==> config.mk <==
export PLATFORM = sky130hd
export DESIGN_NAME = track_motion_statistics_flat
export DESIGN_NICKNAME = d
export VERILOG_FILES = /design/src/rtl/tms_pkg.sv /design/src/rtl/tms_if.sv /design/src/rtl/track_motion_statistics.sv /design/src/flat_wrapper.sv
export SDC_FILE = /design/constraint.sdc
export NUM_CORES = 2
export LEC_CHECK = 0
export BUFFER_PORTS_ARGS = -buffer_cell sky130_fd_sc_hd__buf_2
export CORE_MARGIN = 2
export CORE_UTILIZATION = 55
export DETAILED_ROUTE_END_ITERATION = 8
export MAX_ROUTING_LAYER = met4
export PLACE_DENSITY = 0.72
export SLEW_MARGIN = 10
export SYNTH_ARGS = -nofsm -noshare
export SYNTH_HDL_FRONTEND = slang
export SYNTH_SLANG_ARGS = --single-unit
==> constraint.sdc <==
create_clock -name clk -period 9.69 [get_ports clk]
set_input_delay 1.938 -clock clk [delete_from_list [all_inputs] [get_ports clk]]
set_output_delay 1.938 -clock clk [all_outputs]
set_load 0.05 [all_outputs]
==> src/rtl/tms_pkg.sv <==
// Shared constants and sequencer states for the motion statistics block.
package tms_pkg;

    localparam int COORD_WIDTH_DEF = 16;
    localparam int TIME_WIDTH_DEF  = 32;

    localparam int DIST_W  = 40;
    localparam int SPEED_W = 17;
    localparam int COUNT_W = 32;

    localparam logic [DIST_W-1:0]  DIST_MAX    = {DIST_W{1'b1}};
    localparam logic [SPEED_W-1:0] SPEED_MAX   = {SPEED_W{1'b1}};
    localparam logic [COUNT_W-1:0] COUNT_MAX   = {COUNT_W{1'b1}};
    localparam logic [COUNT_W-1:0] MIN_SAMPLES = COUNT_W'(3);

    typedef enum logic [3:0] {
        ST_IDLE,
        ST_DIFF,
        ST_MULX,
        ST_MULY,
        ST_ADD,
        ST_SQRT,
        ST_ACCUM,
        ST_DIV,
        ST_SPEED,
        ST_DONE
    } state_t;

endpackage

==> src/rtl/tms_if.sv <==
// Valid/ready channel interfaces for position samples and statistics words.
interface tms_sample_if
    import tms_pkg::*;
#(
    parameter int COORD_WIDTH = COORD_WIDTH_DEF,
    parameter int TIME_WIDTH  = TIME_WIDTH_DEF
);
    logic                          valid;
    logic                          ready;
    logic                          new_track;
    logic signed [COORD_WIDTH-1:0] pos_x;
    logic signed [COORD_WIDTH-1:0] pos_y;
    logic        [TIME_WIDTH-1:0]  time_sec;

    modport source (output valid, new_track, pos_x, pos_y, time_sec, input ready);
    modport sink   (input valid, new_track, pos_x, pos_y, time_sec, output ready);
endinterface

interface tms_stats_if
    import tms_pkg::*;
();
    logic               valid;
    logic               ready;
    logic [DIST_W-1:0]  total_distance;
    logic [SPEED_W-1:0] max_speed;
    logic [SPEED_W-1:0] largest_slowdown;
    logic [COUNT_W-1:0] sample_count;
    logic               has_slowdown;

    modport source (output valid, total_distance, max_speed, largest_slowdown,
                    sample_count, has_slowdown, input ready);
    modport sink   (input valid, total_distance, max_speed, largest_slowdown,
                    sample_count, has_slowdown, output ready);
endinterface

==> src/rtl/track_motion_statistics.sv <==
// Running path length, peak speed and slowdown statistics over a sample track.
//
// sample channel: one word per timestamped position (new_track, pos_x, pos_y,
// time_sec). stats channel: one word per sample with the running totals since
// reset or the last new_track mark.
// Each sample is worked through by a sequencer around one shared squarer and
// one shared compare/subtract unit. The segment length is formed in the
// difference, square-x, square-y and add steps, then by a restoring square
// root of COORD_WIDTH+1 root bits. When time advances, a restoring divide of
// COORD_WIDTH+1 quotient bits gives the speed; single steps add the length,
// update the speed statistics and load the stats word. When time does not
// advance the divide and speed update are skipped, and the first sample of a
// track goes straight to the stats word. sample.ready is high only while the
// sequencer is idle, so a new sample can be accepted the cycle after the
// previous stats word is registered.
// The stats word sits in an output register; while the receiver stalls, the
// next sample may be accepted and worked through, and waits in its final step
// until the register is free.
// Reset clears all statistics and the stored previous sample, and empties
// the output register.
module track_motion_statistics
    import tms_pkg::*;
#(
    parameter int COORD_WIDTH = COORD_WIDTH_DEF,
    parameter int TIME_WIDTH  = TIME_WIDTH_DEF
)
(
    input  logic         clk,
    input  logic         rst_n,
    tms_sample_if.sink   sample,
    tms_stats_if.source  stats
);

    localparam int ROOTW = COORD_WIDTH + 1;
    localparam int RADW  = 2 * ROOTW;
    localparam int SUBW  = (ROOTW + 2 > TIME_WIDTH + 1) ? ROOTW + 2 : TIME_WIDTH + 1;
    localparam int QW    = (ROOTW > SPEED_W) ? ROOTW : SPEED_W;
    localparam int CNTW  = $clog2(ROOTW);

    state_t state_reg, state_next;

    // latched sample
    logic signed [COORD_WIDTH-1:0] x_reg, y_reg;
    logic        [TIME_WIDTH-1:0]  t_reg;

    // previous sample and running statistics
    logic signed [COORD_WIDTH-1:0] last_x_reg, last_y_reg;
    logic        [TIME_WIDTH-1:0]  last_t_reg;
    logic        [SPEED_W-1:0]     prev_speed_reg;
    logic                          speed_seen_reg;
    logic        [DIST_W-1:0]      dist_reg;
    logic        [SPEED_W-1:0]     peak_reg;
    logic        [SPEED_W-1:0]     drop_reg;
    logic        [COUNT_W-1:0]     count_reg;

    // working registers
    logic [ROOTW-1:0]      ax_reg, ay_reg;
    logic [RADW-1:0]       prod_reg, rad_reg;
    logic [ROOTW+1:0]      srem_reg;
    logic [ROOTW-1:0]      root_reg;
    logic [TIME_WIDTH-1:0] dt_reg, drem_reg;
    logic [ROOTW-1:0]      quo_reg;
    logic [CNTW-1:0]       cnt_reg;

    // output register
    logic               out_valid_reg;
    logic [DIST_W-1:0]  out_dist_reg;
    logic [SPEED_W-1:0] out_peak_reg, out_drop_reg;
    logic [COUNT_W-1:0] out_count_reg;
    logic               out_slow_reg;

    // sequencer outputs
    logic             accept;
    logic             out_load;
    logic [ROOTW-1:0] mul_a;
    logic [SUBW-1:0]  sub_a, sub_b;

    // shared units
    logic [RADW-1:0]  mul_out;
    logic [SUBW:0]    sub_diff;
    logic             sub_ge;

    logic                   iter_last;
    logic                   time_fwd;
    logic signed [ROOTW-1:0] dx, dy;
    logic [ROOTW+1:0]       sqrt_sh;
    logic [TIME_WIDTH:0]    div_sh;
    logic [DIST_W:0]        dist_sum;
    logic [QW-1:0]          quo_ext;
    logic [SPEED_W-1:0]     speed;
    logic [COUNT_W-1:0]     count_next;

    assign mul_out  = RADW'(mul_a) * RADW'(mul_a);
    assign sub_diff = {1'b0, sub_a} - {1'b0, sub_b};
    assign sub_ge   = !sub_diff[SUBW];

    assign iter_last = (cnt_reg == CNTW'(ROOTW - 1));
    assign time_fwd  = (t_reg > last_t_reg);
    assign dx = $signed({x_reg[COORD_WIDTH-1], x_reg}) -
                $signed({last_x_reg[COORD_WIDTH-1], last_x_reg});
    assign dy = $signed({y_reg[COORD_WIDTH-1], y_reg}) -
                $signed({last_y_reg[COORD_WIDTH-1], last_y_reg});
    assign sqrt_sh  = {srem_reg[ROOTW-1:0], rad_reg[RADW-1:RADW-2]};
    assign div_sh   = {drem_reg, quo_reg[ROOTW-1]};
    assign dist_sum = {1'b0, dist_reg} + (DIST_W+1)'(root_reg);
    assign quo_ext  = QW'(quo_reg);
    assign speed    = (quo_ext > QW'(SPEED_MAX)) ? SPEED_MAX : SPEED_W'(quo_ext);
    assign count_next = (count_reg == COUNT_MAX) ? count_reg : count_reg + COUNT_W'(1);

    // next state
    always_comb
    begin
        state_next = state_reg;
        case (state_reg)
            ST_IDLE:
            begin
                if (sample.valid)
                begin
                    if (sample.new_track || count_reg == '0)
                        state_next = ST_DONE;
                    else
                        state_next = ST_DIFF;
                end
            end
            ST_DIFF:  state_next = ST_MULX;
            ST_MULX:  state_next = ST_MULY;
            ST_MULY:  state_next = ST_ADD;
            ST_ADD:   state_next = ST_SQRT;
            ST_SQRT:
            begin
                if (iter_last)
                    state_next = ST_ACCUM;
            end
            ST_ACCUM: state_next = time_fwd ? ST_DIV : ST_DONE;
            ST_DIV:
            begin
                if (iter_last)
                    state_next = ST_SPEED;
            end
            ST_SPEED: state_next = ST_DONE;
            ST_DONE:
            begin
                if (!out_valid_reg || stats.ready)
                    state_next = ST_IDLE;
            end
            default:  state_next = ST_IDLE;
        endcase
    end

    // sequencer outputs and operand selection for the shared units
    always_comb
    begin
        sample.ready = 1'b0;
        out_load     = 1'b0;
        mul_a        = ax_reg;
        sub_a        = SUBW'(sqrt_sh);
        sub_b        = SUBW'({root_reg, 2'b01});
        case (state_reg)
            ST_IDLE: sample.ready = 1'b1;
            ST_MULY: mul_a = ay_reg;
            ST_DIV:
            begin
                sub_a = SUBW'(div_sh);
                sub_b = SUBW'(dt_reg);
            end
            ST_DONE: out_load = !out_valid_reg || stats.ready;
            default: ;
        endcase
    end

    assign accept = sample.valid && sample.ready;

    always_ff @(posedge clk or negedge rst_n)
    begin
        if (!rst_n)
            state_reg <= ST_IDLE;
        else
            state_reg <= state_next;
    end

    // datapath working registers
    always_ff @(posedge clk)
    begin
        if (accept)
        begin
            x_reg <= sample.pos_x;
            y_reg <= sample.pos_y;
            t_reg <= sample.time_sec;
        end
        case (state_reg)
            ST_DIFF:
            begin
                ax_reg <= dx[ROOTW-1] ? ROOTW'(-dx) : ROOTW'(dx);
                ay_reg <= dy[ROOTW-1] ? ROOTW'(-dy) : ROOTW'(dy);
            end
            ST_MULX: prod_reg <= mul_out;
            ST_MULY:
            begin
                rad_reg  <= prod_reg;
                prod_reg <= mul_out;
            end
            ST_ADD:
            begin
                rad_reg  <= rad_reg + prod_reg;
                srem_reg <= '0;
                root_reg <= '0;
                cnt_reg  <= '0;
            end
            ST_SQRT:
            begin
                rad_reg  <= {rad_reg[RADW-3:0], 2'b00};
                srem_reg <= sub_ge ? sub_diff[ROOTW+1:0] : sqrt_sh;
                root_reg <= {root_reg[ROOTW-2:0], sub_ge};
                cnt_reg  <= cnt_reg + CNTW'(1);
            end
            ST_ACCUM:
            begin
                dt_reg   <= t_reg - last_t_reg;
                drem_reg <= '0;
                quo_reg  <= root_reg;
                cnt_reg  <= '0;
            end
            ST_DIV:
            begin
                // shift the dividend out of the top as quotient bits come in
                drem_reg <= sub_ge ? sub_diff[TIME_WIDTH-1:0] : div_sh[TIME_WIDTH-1:0];
                quo_reg  <= {quo_reg[ROOTW-2:0], sub_ge};
                cnt_reg  <= cnt_reg + CNTW'(1);
            end
            default: ;
        endcase
    end

    // running statistics
    always_ff @(posedge clk or negedge rst_n)
    begin
        if (!rst_n)
        begin
            last_x_reg     <= '0;
            last_y_reg     <= '0;
            last_t_reg     <= '0;
            prev_speed_reg <= '0;
            speed_seen_reg <= 1'b0;
            dist_reg       <= '0;
            peak_reg       <= '0;
            drop_reg       <= '0;
            count_reg      <= '0;
        end
        else if (accept && sample.new_track)
        begin
            last_x_reg     <= '0;
            last_y_reg     <= '0;
            last_t_reg     <= '0;
            prev_speed_reg <= '0;
            speed_seen_reg <= 1'b0;
            dist_reg       <= '0;
            peak_reg       <= '0;
            drop_reg       <= '0;
            count_reg      <= '0;
        end
        else
        begin
            case (state_reg)
                ST_ACCUM:
                    dist_reg <= dist_sum[DIST_W] ? DIST_MAX : dist_sum[DIST_W-1:0];
                ST_SPEED:
                begin
                    if (speed > peak_reg)
                        peak_reg <= speed;
                    if (speed_seen_reg && prev_speed_reg > speed &&
                        (prev_speed_reg - speed) > drop_reg)
                        drop_reg <= prev_speed_reg - speed;
                    prev_speed_reg <= speed;
                    speed_seen_reg <= 1'b1;
                end
                ST_DONE:
                begin
                    if (out_load)
                    begin
                        last_x_reg <= x_reg;
                        last_y_reg <= y_reg;
                        last_t_reg <= t_reg;
                        count_reg  <= count_next;
                    end
                end
                default: ;
            endcase
        end
    end

    // output register
    always_ff @(posedge clk or negedge rst_n)
    begin
        if (!rst_n)
            out_valid_reg <= 1'b0;
        else if (out_load)
            out_valid_reg <= 1'b1;
        else if (stats.ready)
            out_valid_reg <= 1'b0;
    end

    always_ff @(posedge clk)
    begin
        if (out_load)
        begin
            out_dist_reg  <= dist_reg;
            out_peak_reg  <= peak_reg;
            out_drop_reg  <= drop_reg;
            out_count_reg <= count_next;
            out_slow_reg  <= (count_next >= MIN_SAMPLES) && (drop_reg != '0);
        end
    end

    assign stats.valid            = out_valid_reg;
    assign stats.total_distance   = out_dist_reg;
    assign stats.max_speed        = out_peak_reg;
    assign stats.largest_slowdown = out_drop_reg;
    assign stats.sample_count     = out_count_reg;
    assign stats.has_slowdown     = out_slow_reg;

endmodule

==> src/flat_wrapper.sv <==
// flat-port wrapper written by rule: the top's interface ports become plain ports
module track_motion_statistics_flat import tms_pkg::*;
#(
    parameter int COORD_WIDTH = COORD_WIDTH_DEF,
    parameter int TIME_WIDTH  = TIME_WIDTH_DEF
)
  (clk, rst_n, sample_valid, sample_new_track, sample_pos_x, sample_pos_y, sample_time_sec, sample_ready, stats_valid, stats_total_distance, stats_max_speed, stats_largest_slowdown, stats_sample_count, stats_has_slowdown, stats_ready);
  tms_sample_if #(.COORD_WIDTH(COORD_WIDTH), .TIME_WIDTH(TIME_WIDTH)) sample_i ();
  tms_stats_if stats_i ();
  input  logic clk;
  input  logic rst_n;
  input wire logic [$bits(sample_i.valid)-1:0] sample_valid;
  input wire logic [$bits(sample_i.new_track)-1:0] sample_new_track;
  input wire logic [$bits(sample_i.pos_x)-1:0] sample_pos_x;
  input wire logic [$bits(sample_i.pos_y)-1:0] sample_pos_y;
  input wire logic [$bits(sample_i.time_sec)-1:0] sample_time_sec;
  output wire logic [$bits(sample_i.ready)-1:0] sample_ready;
  output wire logic [$bits(stats_i.valid)-1:0] stats_valid;
  output wire logic [$bits(stats_i.total_distance)-1:0] stats_total_distance;
  output wire logic [$bits(stats_i.max_speed)-1:0] stats_max_speed;
  output wire logic [$bits(stats_i.largest_slowdown)-1:0] stats_largest_slowdown;
  output wire logic [$bits(stats_i.sample_count)-1:0] stats_sample_count;
  output wire logic [$bits(stats_i.has_slowdown)-1:0] stats_has_slowdown;
  input wire logic [$bits(stats_i.ready)-1:0] stats_ready;
  assign sample_i.valid = sample_valid;
  assign sample_i.new_track = sample_new_track;
  assign sample_i.pos_x = sample_pos_x;
  assign sample_i.pos_y = sample_pos_y;
  assign sample_i.time_sec = sample_time_sec;
  assign sample_ready = sample_i.ready;
  assign stats_valid = stats_i.valid;
  assign stats_total_distance = stats_i.total_distance;
  assign stats_max_speed = stats_i.max_speed;
  assign stats_largest_slowdown = stats_i.largest_slowdown;
  assign stats_sample_count = stats_i.sample_count;
  assign stats_has_slowdown = stats_i.has_slowdown;
  assign stats_i.ready = stats_ready;
  track_motion_statistics #(.COORD_WIDTH(COORD_WIDTH), .TIME_WIDTH(TIME_WIDTH)) u_core (.clk(clk), .rst_n(rst_n), .sample(sample_i), .stats(stats_i));
endmodule
Word level (Yosys, flattened, before mapping). Index checks and enable logic that the tools add are counted.

Mux-type cells: 51. Order comparisons: 6. Multipliers: 1. Equality and inequality tests: 15. Add/subtract/negate cells: 11. Reductions and logical operators: 30.

Operators with widths (number): 2-to-1 mux 32 bit (9); 2-to-1 mux 17 bit (11); 2-to-1 mux 16 bit (8); 2-to-1 mux 40 bit (3); case mux 17 bit (2 select lines) (3); case mux 34 bit (3 select lines) (1); case mux 32 bit (2 select lines) (1); > comparator 17 bit (3); adder 40 x 17 -> 41 bit (1); case mux 4 bit (10 select lines) (1); adder 34 bit (1); multiplier 17 x 17 -> 34 bit (1); negation 17 bit (2); subtractor 16 x 16 -> 17 bit (2); subtractor 33 x 32 -> 34 bit (1); 2-to-1 mux 33 bit (1); adder 32 x 1 -> 32 bit (second input constant) (1); == test 32 bit (second input constant) (1); >= comparator 32 x 2 -> 1 bit (second input constant) (1); > comparator 32 bit (1); logical NOT 32 bit (1); subtractor 32 bit (1); 2-to-1 mux 4 bit (6); nonzero test 2 bit (10); 21 further kinds (43).

Bits in registers: 586. Word-level logic and storage cells: 145. Input bits: 69.

Depth between registers and ports, before layout.
Depth after elaboration: 8. Gate-level depth with buffers: 32. Mapped depth without buffers: 29.

Least setup slack after synthesis. OpenSTA, ideal clock, no wires.

Path kind: register to register. Start: register u_core.state_reg[2]. End: register u_core.prod_reg[33], data pin. Library setup time: 260 ps. Slack: 1389 ps. Required time: 9430 ps. Arrival time: 8041 ps. Buffers on the path: 3. Cell stages (with the launch flop): 31. Path through: dfrtp_1 -> clkbuf_1 -> nor2_1 -> and3_1 -> clkbuf_1 -> buf_1 -> mux2i_1 -> clkinv_1 -> nand2_1 -> inv_1 -> fa_1 -> inv_1 -> fa_1 -> fa_1 -> inv_1 -> fa_1 -> fa_1 -> inv_1 -> fa_1 -> inv_1 -> ha_1 -> and3_1 -> and3_1 -> a221o_1 -> a41oi_1 -> nor2_1 -> o41ai_1 -> o2111ai_1 -> a31o_2 -> a21oi_1 -> xnor2_1.

Longest elaborated chain between the ends: 3.

Ends and longest elaborated chain: start: declaration (RTL line track_motion_statistics.sv:40) `state_t state_reg, state_next;`; start signal: assignment (RTL line track_motion_statistics.sv:178) `state_reg <= state_next;`; == test 4 x 2 -> 1 bit (RTL line track_motion_statistics.sv:158) `case (state_reg)`; 2-to-1 mux 17 bit (RTL line track_motion_statistics.sv:158); multiplier 17 x 17 -> 34 bit (RTL line track_motion_statistics.sv:93) `assign mul_out = RADW'(mul_a) * RADW'(mul_a);`; via u_core.mul_out[33] (RTL line track_motion_statistics.sv:79) `logic [RADW-1:0] mul_out;`; end signal: assignment (RTL line track_motion_statistics.sv:196) `ST_MULX: prod_reg <= mul_out;`; end signal: assignment (RTL line track_motion_statistics.sv:200) `prod_reg <= mul_out;`; end: declaration (RTL line track_motion_statistics.sv:58) `logic [RADW-1:0] prod_reg, rad_reg;`.

The timed path passes the listed nets, and every way through them passes these cells. A chain may end at the register's enable or synchronous reset.

Worst setup path after layout.
Start: register u_core.state_reg[3]. End: register u_core.prod_reg[33], data pin.

Same word-level chain as after synthesis.

==> flow_metrics.env <==
export IMPL_synth_avg_cell_area_sq_um=9.88
export IMPL_viasPerCell=5.72
export IMPL_synthCells=4098
export IMPL_fillers=6090
export IMPL_rows=99
export IMPL_io_pins=178
export IMPL_grt_pass1_vias=29024
export IMPL_synth_ff_type="edfxtp_1"
export IMPL_crit_path_start_kind="flip-flop"
export IMPL_post_dp_hpwl_mm=72.6
export IMPL_initial_utilization_pct=55.5
export IMPL_outcome="finished, final reports clean"
export IMPL_cp_required_ns=10.04
export IMPL_async_flop_share_pct=33.0
export IMPL_syn_nets=4672
export IMPL_nNetsFinal=4796
export IMPL_drive_above_1_share_pct=9.10
export IMPL_synth_seq_cells=585
export IMPL_drt_total_wl_mm=97.9
export IMPL_place_gp_congestion=0.920
export IMPL_grt_max_degree=149
export IMPL_drt_pre_antenna_iters=6
export IMPL_hold_start="u_core.peak_reg[4]"
export IMPL_timing_rr_start="u_core.state_reg[3]"
export IMPL_synth_common_cells="nand2_1, inv_1, edfxtp_1, ha_1, nor2_1"
export IMPL_cts_root_buf="clkbuf_16"
export IMPL_cts_buffer_depth=3
export IMPL_ys_seq_area_share_pct=41.0
export IMPL_tritoncts="done"
export IMPL_cts_setup_buffers=0
export IMPL_clock_skew_ns=0.0478
export IMPL_grt_overflow=0
export IMPL_max_slew_worst_pin_slew_ns=1.14
export IMPL_vias=29920
export IMPL_worstHoldPathCells=0
export IMPL_endpoint_kind="flip-flop"
export IMPL_yosysMostFrequentCell="nand2_1"
export IMPL_r2r_slack_ns=0.93
export IMPL_cts_made_buffers=66
export IMPL_yosysWarnings=0
export IMPL_clk_latency_ns=0.63
export IMPL_synth_edf_count=392
export IMPL_yosysTopAreaCell="edfxtp_1"
export IMPL_cts_max_level=3
export IMPL_hold_buffers=0
export IMPL_reg2reg_depth=27
export IMPL_netlist_area_leader_share_pct=29.1
export IMPL_drcViolationCount=0
export IMPL_clock_sinks=585
export IMPL_antenna_found_initial=1
export IMPL_area_growth_pct=9.71
export IMPL_grt_pass1_wl_mm=156
export IMPL_fp_dieH_um=275
export IMPL_fin_setup_tns_ns=0
export IMPL_dieArea_sq_mm=0.0758
export IMPL_antenna_cells=0
export IMPL_portBuffers=177
export IMPL_max_cap_violations=0
export IMPL_multi_input_area_sq_mm=0.0215
export IMPL_rsz0062_at_grt="no"
export IMPL_cts_resized=0
export IMPL_regArea_sq_mm=0.0166
export IMPL_whs_endpoint="u_core.stats.max_speed[4]"
export IMPL_synthTopCellsByArea="edfxtp_1, dfrtp_1, fa_1, ha_1, nand2_1"
export IMPL_r2r_end="u_core.prod_reg[33]"
export IMPL_die_w_um=275
export IMPL_critPathMaxFanout=12
export IMPL_ys_types=78
export IMPL_worstPathArrival_ns=9.11
export IMPL_core_area_sq_mm=0.0730
export IMPL_setup_viol=0
export IMPL_min_period_ns=8.76
export IMPL_min_path_type="flip-flop to flip-flop"
export IMPL_ant_nets=0
export IMPL_slew_headroom_pct=24.1
export IMPL_max_freq_mhz=114
export IMPL_grt_usage_pct=26.9
export IMPL_clk_pin_slew_ns=0.08
export IMPL_hold_viol_final=0
export IMPL_min_period_over_period_pct=90.4
export IMPL_wire_per_inst_um=18.7
export IMPL_worst_setup_path_type="flip-flop to flip-flop"
export IMPL_slew_violations=0
export IMPL_drtIter0Drc=2576
export IMPL_synth_cell_area_sq_mm=0.0405
-- cells in the final DEF, fill, tap and decap left out, types with 30 or more instances in the layout --
cell type	count
o31ai_1	83
nor2b_1	36
and3_1	33
and2_1	50
xor2_1	76
nand2_1	501
nor3_1	57
edfxtp_1	392
a31oi_1	31
dfrtp_1	193
xnor2_1	156
nor2_1	285
ha_1	307
nand3_1	101
buf_2	176
a21oi_1	247
inv_1	473
mux2i_1	39
o21ai_0	190
buf_4	37
fa_1	198
clkbuf_16	67
nand4_1	34
a21o_1	86
nand2b_1	30
-- layer usage --
| layer | share of wire, % | up-vias | GRT usage [%] |
|---|---|---|---|
| met5 | 0 | - | - |
| met4 | 3.0 | 0 | 8.19 |
| met3 | 7.0 | 163 | 4.18 |
| met2 | 45 | 1002 | 41.3 |
| met1 | 45 | 14385 | 37.0 |
| li1 | - | 14370 | - |
-- worst max-delay path by stage --
stage                   startpoint             endpoint  cells past startpoint
2_1_floorplan  u_core.state_reg[2]  u_core.prod_reg[33]                     30
4_1_cts        u_core.state_reg[3]  u_core.prod_reg[33]                     27
3_3_place_gp   u_core.state_reg[3]  u_core.prod_reg[33]                     27
5_1_grt        u_core.state_reg[3]  u_core.prod_reg[33]                     27
6_report       u_core.state_reg[3]  u_core.prod_reg[33]                     27
3_5_place_dp   u_core.state_reg[3]  u_core.prod_reg[33]                     27
-- final cells by class --
type,count,share of cell area (%)
flip-flops and latches,585,37.4
clock inverters,43,0.856
clock buffers,78,3.91
well taps,959,2.70
multi-input cells,2871,48.4
repair buffers,214,2.64
inverters,484,4.11
-- stage by stage --
step / area, sq um / worst slack, ns / hold WS (ns) / util, % / std cells
finish: 44400 / 0.929 / 0.478 / 60.9 / 5234
global route: 44400 / 0.441 / 0.493 / 60.9 / 5234
CTS: 44400 / 0.907 / 0.480 / 60.9 / 5234
detailed placement: 42300 / 0.931 / 0.467 / 58.0 / 5113
global placement: 42300 / 1.03 / 0.465 / 58.0 / 5113
floorplan: 40500 / 1.39 / 0.423 / - / 4098
-- logic make-up (layout without fill, tap and decap cells) --
family / after synthesis / count (layout) / synth area share (%)
AOI/OAI and AO/OA: 838 / 838 / 13.1
xor gates and xnor gates: 232 / 232 / 5.02
adders and majority gates: 505 / 505 / 19.3
buffers and inverters: 642 / 819 / 5.99
DFF: 585 / 585 / 41.0
muxes: 65 / 65 / 1.69
and+or+nand+nor: 1231 / 1231 / 14.0
-- worst max-delay path, stage by stage, from the launching register on --
cell and delay [ns]:
dfrtp_1 0.51, nor2_1 0.17, and3_1 0.61, buf_4 0.32, mux2_2 0.46, clkinv_1 0.21
nor2_1 0.14, fa_1 0.55, inv_1 0.05, fa_1 0.45, fa_1 0.54, inv_1 0.05
fa_1 0.44, fa_1 0.51, inv_1 0.05, fa_1 0.47, inv_1 0.04, ha_1 0.35
and3_1 0.20, and3_1 0.21, a221o_1 0.32, a41oi_1 0.24, nor2_1 0.09, o41ai_1 0.70
o2111ai_1 0.26, a31o_2 0.28, a21oi_1 0.17, xnor2_1 0.09
Power is not shown: default switching activity piles up to over one toggle a cycle in this logic, so the estimate is an artifact.
